File: src/hw/rtl/kce_pkg.sv
`timescale 1ns / 1ps

package kce_pkg;

   // Default sizing
   localparam int KEY_SLOTS_DEF     = 64;
   localparam int FRACTION_BITS_DEF = 16;

   // Fixed field widths
   localparam int TIME_W      = 32;
   localparam int VALUE_W     = 32;
   localparam int MODE_W      = 3;
   localparam int SLOT_W      = 6;
   localparam int KEY_COUNT_W = 7;
   localparam int CSR_ADDR_W  = 3;
   localparam int CSR_DATA_W  = 32;

   // Register index (paddr[2])
   localparam logic REG_KEY_COUNT = 1'b0;

   typedef enum logic [1:0] {
      CMD_WRITE_KEY = 2'd0,
      CMD_SET_VALUE = 2'd1,
      CMD_SET_MODE  = 2'd2,
      CMD_EVALUATE  = 2'd3
   } cmd_type;

   // Interpolation modes; codes not listed interpolate linearly
   localparam logic [MODE_W-1:0] MODE_HOLD        = 3'd1;
   localparam logic [MODE_W-1:0] MODE_EASE_IN     = 3'd2;
   localparam logic [MODE_W-1:0] MODE_EASE_OUT    = 3'd3;
   localparam logic [MODE_W-1:0] MODE_EASE_IN_OUT = 3'd4;

   typedef enum logic [3:0] {
      ST_IDLE,
      ST_WRITE,
      ST_FIRST,
      ST_LAST,
      ST_EDGE,
      ST_SCAN,
      ST_SEG,
      ST_DIV,
      ST_SQUARE,
      ST_WEIGHT,
      ST_BLEND_MUL,
      ST_BLEND_SUM,
      ST_RESULT
   } state_type;

endpackage

File: src/hw/rtl/kce_frac_div.sv
`timescale 1ns / 1ps

// Restoring divider, one quotient bit per cycle: floor((numer << FB) / denom)
// for numer <= denom, so the quotient fits in FB+1 bits.
module kce_frac_div #(
   parameter int FRACTION_BITS = kce_pkg::FRACTION_BITS_DEF
) (
   input  logic                              clock,
   input  logic                              reset,
   input  logic                              start,
   input  logic [kce_pkg::TIME_W-1:0]        numer,
   input  logic [kce_pkg::TIME_W-1:0]        denom,
   output logic                              done,
   output logic [FRACTION_BITS:0]            quotient
);

   localparam int CNT_W = $clog2(FRACTION_BITS + 1);

   logic                       busy_ff, busy_in;
   logic                       done_ff, done_in;
   logic [CNT_W-1:0]           cnt_ff, cnt_in;
   logic [kce_pkg::TIME_W:0]   rem_ff, rem_in;
   logic [kce_pkg::TIME_W-1:0] den_ff, den_in;
   logic [FRACTION_BITS:0]     quo_ff, quo_in;

   logic                       fits;
   logic [kce_pkg::TIME_W:0]   rem_next;

   always_comb begin
      fits     = rem_ff >= {1'b0, den_ff};
      rem_next = fits ? (rem_ff - {1'b0, den_ff}) : rem_ff;

      busy_in = busy_ff;
      done_in = 1'b0;
      cnt_in  = cnt_ff;
      rem_in  = rem_ff;
      den_in  = den_ff;
      quo_in  = quo_ff;

      if (start) begin
         busy_in = 1'b1;
         cnt_in  = CNT_W'(FRACTION_BITS);
         rem_in  = {1'b0, numer};
         den_in  = denom;
         quo_in  = '0;
      end else if (busy_ff) begin
         // remainder stays below the divisor, so the shift cannot overflow
         rem_in = {rem_next[kce_pkg::TIME_W-1:0], 1'b0};
         quo_in = {quo_ff[FRACTION_BITS-1:0], fits};
         cnt_in = cnt_ff - CNT_W'(1);
         if (cnt_ff == '0) begin
            busy_in = 1'b0;
            done_in = 1'b1;
         end
      end
   end

   always_ff @(posedge clock) begin
      if (reset) begin
         busy_ff <= 1'b0;
         done_ff <= 1'b0;
      end else begin
         busy_ff <= busy_in;
         done_ff <= done_in;
      end
      cnt_ff <= cnt_in;
      rem_ff <= rem_in;
      den_ff <= den_in;
      quo_ff <= quo_in;
   end

   assign done     = done_ff;
   assign quotient = quo_ff;

endmodule

File: config.mk
export PLATFORM = sky130hd
export DESIGN_NAME = kce_frac_div
export DESIGN_NICKNAME = d
export VERILOG_FILES = /design/src/hw/rtl/kce_pkg.sv /design/src/hw/rtl/kce_frac_div.sv
export SDC_FILE = /design/constraint.sdc
export NUM_CORES = 1
export LEC_CHECK = 0
export ABC_AREA = 1
export BUFFER_PORTS_ARGS = -buffer_cell sky130_fd_sc_hd__buf_2
export CAP_MARGIN = 20
export CORE_MARGIN = 3
export CORE_UTILIZATION = 53
export DETAILED_ROUTE_END_ITERATION = 8
export PLACE_DENSITY = 0.77
export SYNTH_ARGS = -nofsm -noshare
export SYNTH_HDL_FRONTEND = slang
export SYNTH_SLANG_ARGS = --single-unit
File: constraint.sdc
create_clock -name clock -period 2.45 [get_ports clock]
set_clock_uncertainty 0.2 [all_clocks]
set_input_delay 0.49 -clock clock [delete_from_list [all_inputs] [get_ports clock]]
set_output_delay 0.49 -clock clock [all_outputs]
set_load 0.02 [all_outputs]
==> results by group <==
Run status
  • Outcome: complete, but fails checks
  • Failing checks: setup timing

Final layout
  • Final #Nets: ~1,100
  • Post-route cell area: 0.00838 sq mm
  • Layout cell share with drive strength beyond 1: 28.8%
  • Final Core Density: 75.3%
  • Area Overhead vs Synth: 35.1%
  • ANT cells: 0

STA
  • Achievable frequency: 407 MHz
  • # setup viols final: 1
  • Fin crit share: 100%
  • Rel. slew slack: approximately two thirds
  • Slew @ Worst Pin: between 0.4 and 0.5 ns
  • Hold Vio Cnt, Final: 0
  • Tmin final: 2.46 ns
  • Setup TNS Final: -0.00747 ns
  • Final Max Slew Viols: 0
  • Setup ws final: -0.00747 ns
  • Unrepaired setup endpoints after global routing: yes

CTS
  • Clock Latency Late Sink: 0.37 ns
  • CTS Hold Buffers Added: 0
  • TritonCTS Buffers: 9
  • Clock Tree Root: clkbuf_16
  • Clk slew on worst S/H paths: 0.07 ns
  • CTS tree: done
  • CTS Sinks: 89
  • H-Tree Depth: 3
  • Max Root-Sink Buffers: 2

Worst setup path
  • Cell Chain, Critical Path: ha_4 -> nand2_1 -> inv_1 -> nand2_2 -> inv_2 -> nand2_1 -> inv_2 -> nand2_1 -> nand2_2 -> nand3_4 -> nand2_8 -> buf_12 -> nand2_1 -> nand3_1 -> nand2_1
  • Crit path max-delay family: simple AND/OR/NAND/NOR gates
  • Type of origin of the critical path: flop
  • Crit-path max FO: 12
  • Crit Path Category: reg -> reg
  • Worst setup EP type: flop
  • FF-to-FF Start: rem_ff[12]$_DFFE_PP_
  • WP data required: 2.36 ns
  • Crit-path max cell delay: roughly 0.43 ns
  • R2R cell count: 15
  • CP most frequent cell: nand2_1
  • RR Endpoint: rem_ff[14]$_DFFE_PP_
  • Worst R2R Setup Slack: -0.007 ns
  • Crit path buffers/inverters: 4
  • Crit path DAT: between 2 and 2.5 ns
  • Crit-path slowest cell: edfxtp_1
  • Crit path from: rem_ff[12]$_DFFE_PP_

GRT
  • First-pass GRT wire length: 26,400 um
  • Gr ovfl total: 0
  • Antenna violations before repair: 0
  • Vias in the first global route: 5,708
  • Global Route Usage Sum: 25.4%
  • Largest net degree at the start of global routing: between 40 and 50

Floorplan
  • Die Wd: 114 um
  • I/O Pins: 85
  • Initial Utilization: 55.8%
  • Core outline area: between 0.01 and 0.015 sq mm
  • Die area: between 0.01 and 0.015 sq mm
  • Row cnt: 38
  • Die Ht: 114 um

Routing
  • Metal3 WL: 964 um
  • Routed WL: 17,300 um
  • Max Used Layer: met4
  • DRC violations left: 0
  • Routed WL per cell: around 15 um
  • Antenna-violating nets left: 0
  • DR iter-0 viols: 398
  • Drt pass-1 iters: 5
  • Via Count: 6,065
  • DR vias/cell: 5.13
  • Met1 WL: 7720 um
  • DR WL met2: 8280 um

Min path
  • Tightest Hold Check Type: in -> reg
  • Min-Delay Endpoint: den_ff[21]$_DFFE_PP_
  • Hold depth: 1
  • Hold path start: denom[21]

Synthesis
  • Warnings from Yosys: 0
  • Synth cell count leaders: nand2_1, inv_1, edfxtp_1
  • Count leader, synth: nand2_1
  • Async SR Flop Fraction: 0%
  • Post-synth cell types: 33
  • Main synth FF type: edfxtp_1
  • Register area share after synthesis: 39.0%
  • Synth top area share: 31.0%
  • Number of synthesized flops with an enable pin: 64
  • Synth Net Count: 985
  • Synth Cell Area: 0.00620 sq mm
  • Cells after Synth: 884
  • #FFs+latches synth: 89
  • Area contributors post-synth: edfxtp_1, nand2_1, inv_1, dfxtp_1, ha_1
  • Cell type with the largest total area after synthesis: edfxtp_1
  • Syn_area_per_cell: ~7 sq um

Placement
  • Final HPWL DP: around 12,000 um
  • PortBufs: 84
  • GPL Wtd Cong: 0.945
  • Post-place instance area: 0.00718 sq mm

Pwr
  • Pwr Total: 0.00745 W
  • Static Leak: 4.22 nW
  • P per Cell Area: 889 mW/mm^2
  • VDD IR-drop max: between 0.9 and 1 mV

Job
  • Max cap viols: 0
kinds of logic after synthesis:
logic type | Yosys count | share of synthesized area [%]
and+or+nand+nor | 510 | 35.7
buffers and inverters | 191 | 12.0
DFF | 89 | 39.0
AOI/OAI and AO/OA | 46 | 4.25
adders and majority gates | 34 | 6.98
xor gates and xnor gates | 14 | 1.98
metrics by stage:
stage / instances / setup slack (ns) / hold slack, ns
after global routing: 1183 / -0.172 / 0.0846
final: 1183 / -0.00747 / 0.0947
after detailed placement: 1150 / -0.106 / 0.252
after floorplan: 884 / 0.0719 / 0.246
after CTS: 1166 / 0.00459 / 0.0865
after global placement: 1150 / -0.0909 / 0.242
layout by cell type, fill, tap and decap left out, types with 8 or more instances in the layout:
master / instances
nor3_1: 10
a21oi_1: 11
a21oi_2: 8
dfxtp_1: 25
buf_2: 84
inv_1: 161
nor2_1: 40
clkbuf_16: 12
nand2_2: 42
nand3_1: 46
ha_4: 30
buf_4: 65
nand3b_1: 41
inv_2: 9
edfxtp_1: 64
xnor2_1: 13
nor2_2: 8
o22ai_1: 16
nand2_1: 293
power by group:
group | total [W] | switching, W | internal [W]
registers | 0.00204 | 0.000166 | 0.00187
clock network | 0.00140 | 0.000646 | 0.000756
logic | 0.00401 | 0.00215 | 0.00186
total | 0.00745 | 0.00297 | 0.00449
sequential cells by signal (all words and copies together), names as in the netlist:
name / count
done: 1
cnt_ff: 5
busy_ff: 1
rem_ff: 33
den_ff: 32
quotient: 17
worst max-delay path by stage:
stage | endpoint | cells past startpoint | slack (ns)
after global routing | rem_ff[14]$_DFFE_PP_ | 14 | -0.17
after CTS | rem_ff[3]$_DFFE_PP_ | 13 | 0.005
after floorplan | rem_ff[0]$_SDFFCE_PN0P_ | 3 | 0.07
after global placement | rem_ff[25]$_DFFE_PP_ | 14 | -0.09
final | rem_ff[14]$_DFFE_PP_ | 15 | -0.007
after detailed placement | rem_ff[25]$_DFFE_PP_ | 14 | -0.11
worst register-to-register path, delay by kind of cell (launching register included):
family	cells	cell delay, ns
DFF	1	0.43
and+or+nand+nor	10	0.92
buffers and inverters	4	0.36
adders and majority gates	1	0.33
area by class of cell:
class	count	area, sq um
Multi-Input combinational cell	604	3740
Fill cell	882	2750
Sequential cell	89	2420
Timing Repair Buffer	161	1110
Inverter	173	649
Clock buffer	11	254
Tap cell	140	175
Clock inverter	5	36.3
repair_timing:
action	CTS	global route
resized for setup	24	116
setup endpoints to repair	28	33
buffers inserted	0	15
cloned	0	2
pin swaps	2	28
layer usage:
layer  GRT usage (%)  vias to the layer above
li1                -                     3069
met1            33.4                     2797
met2            42.2                      177
met3            6.61                       22
met4            5.86                        0
met5               0                        -
Note: power is estimated with default switching activity, not from simulation.
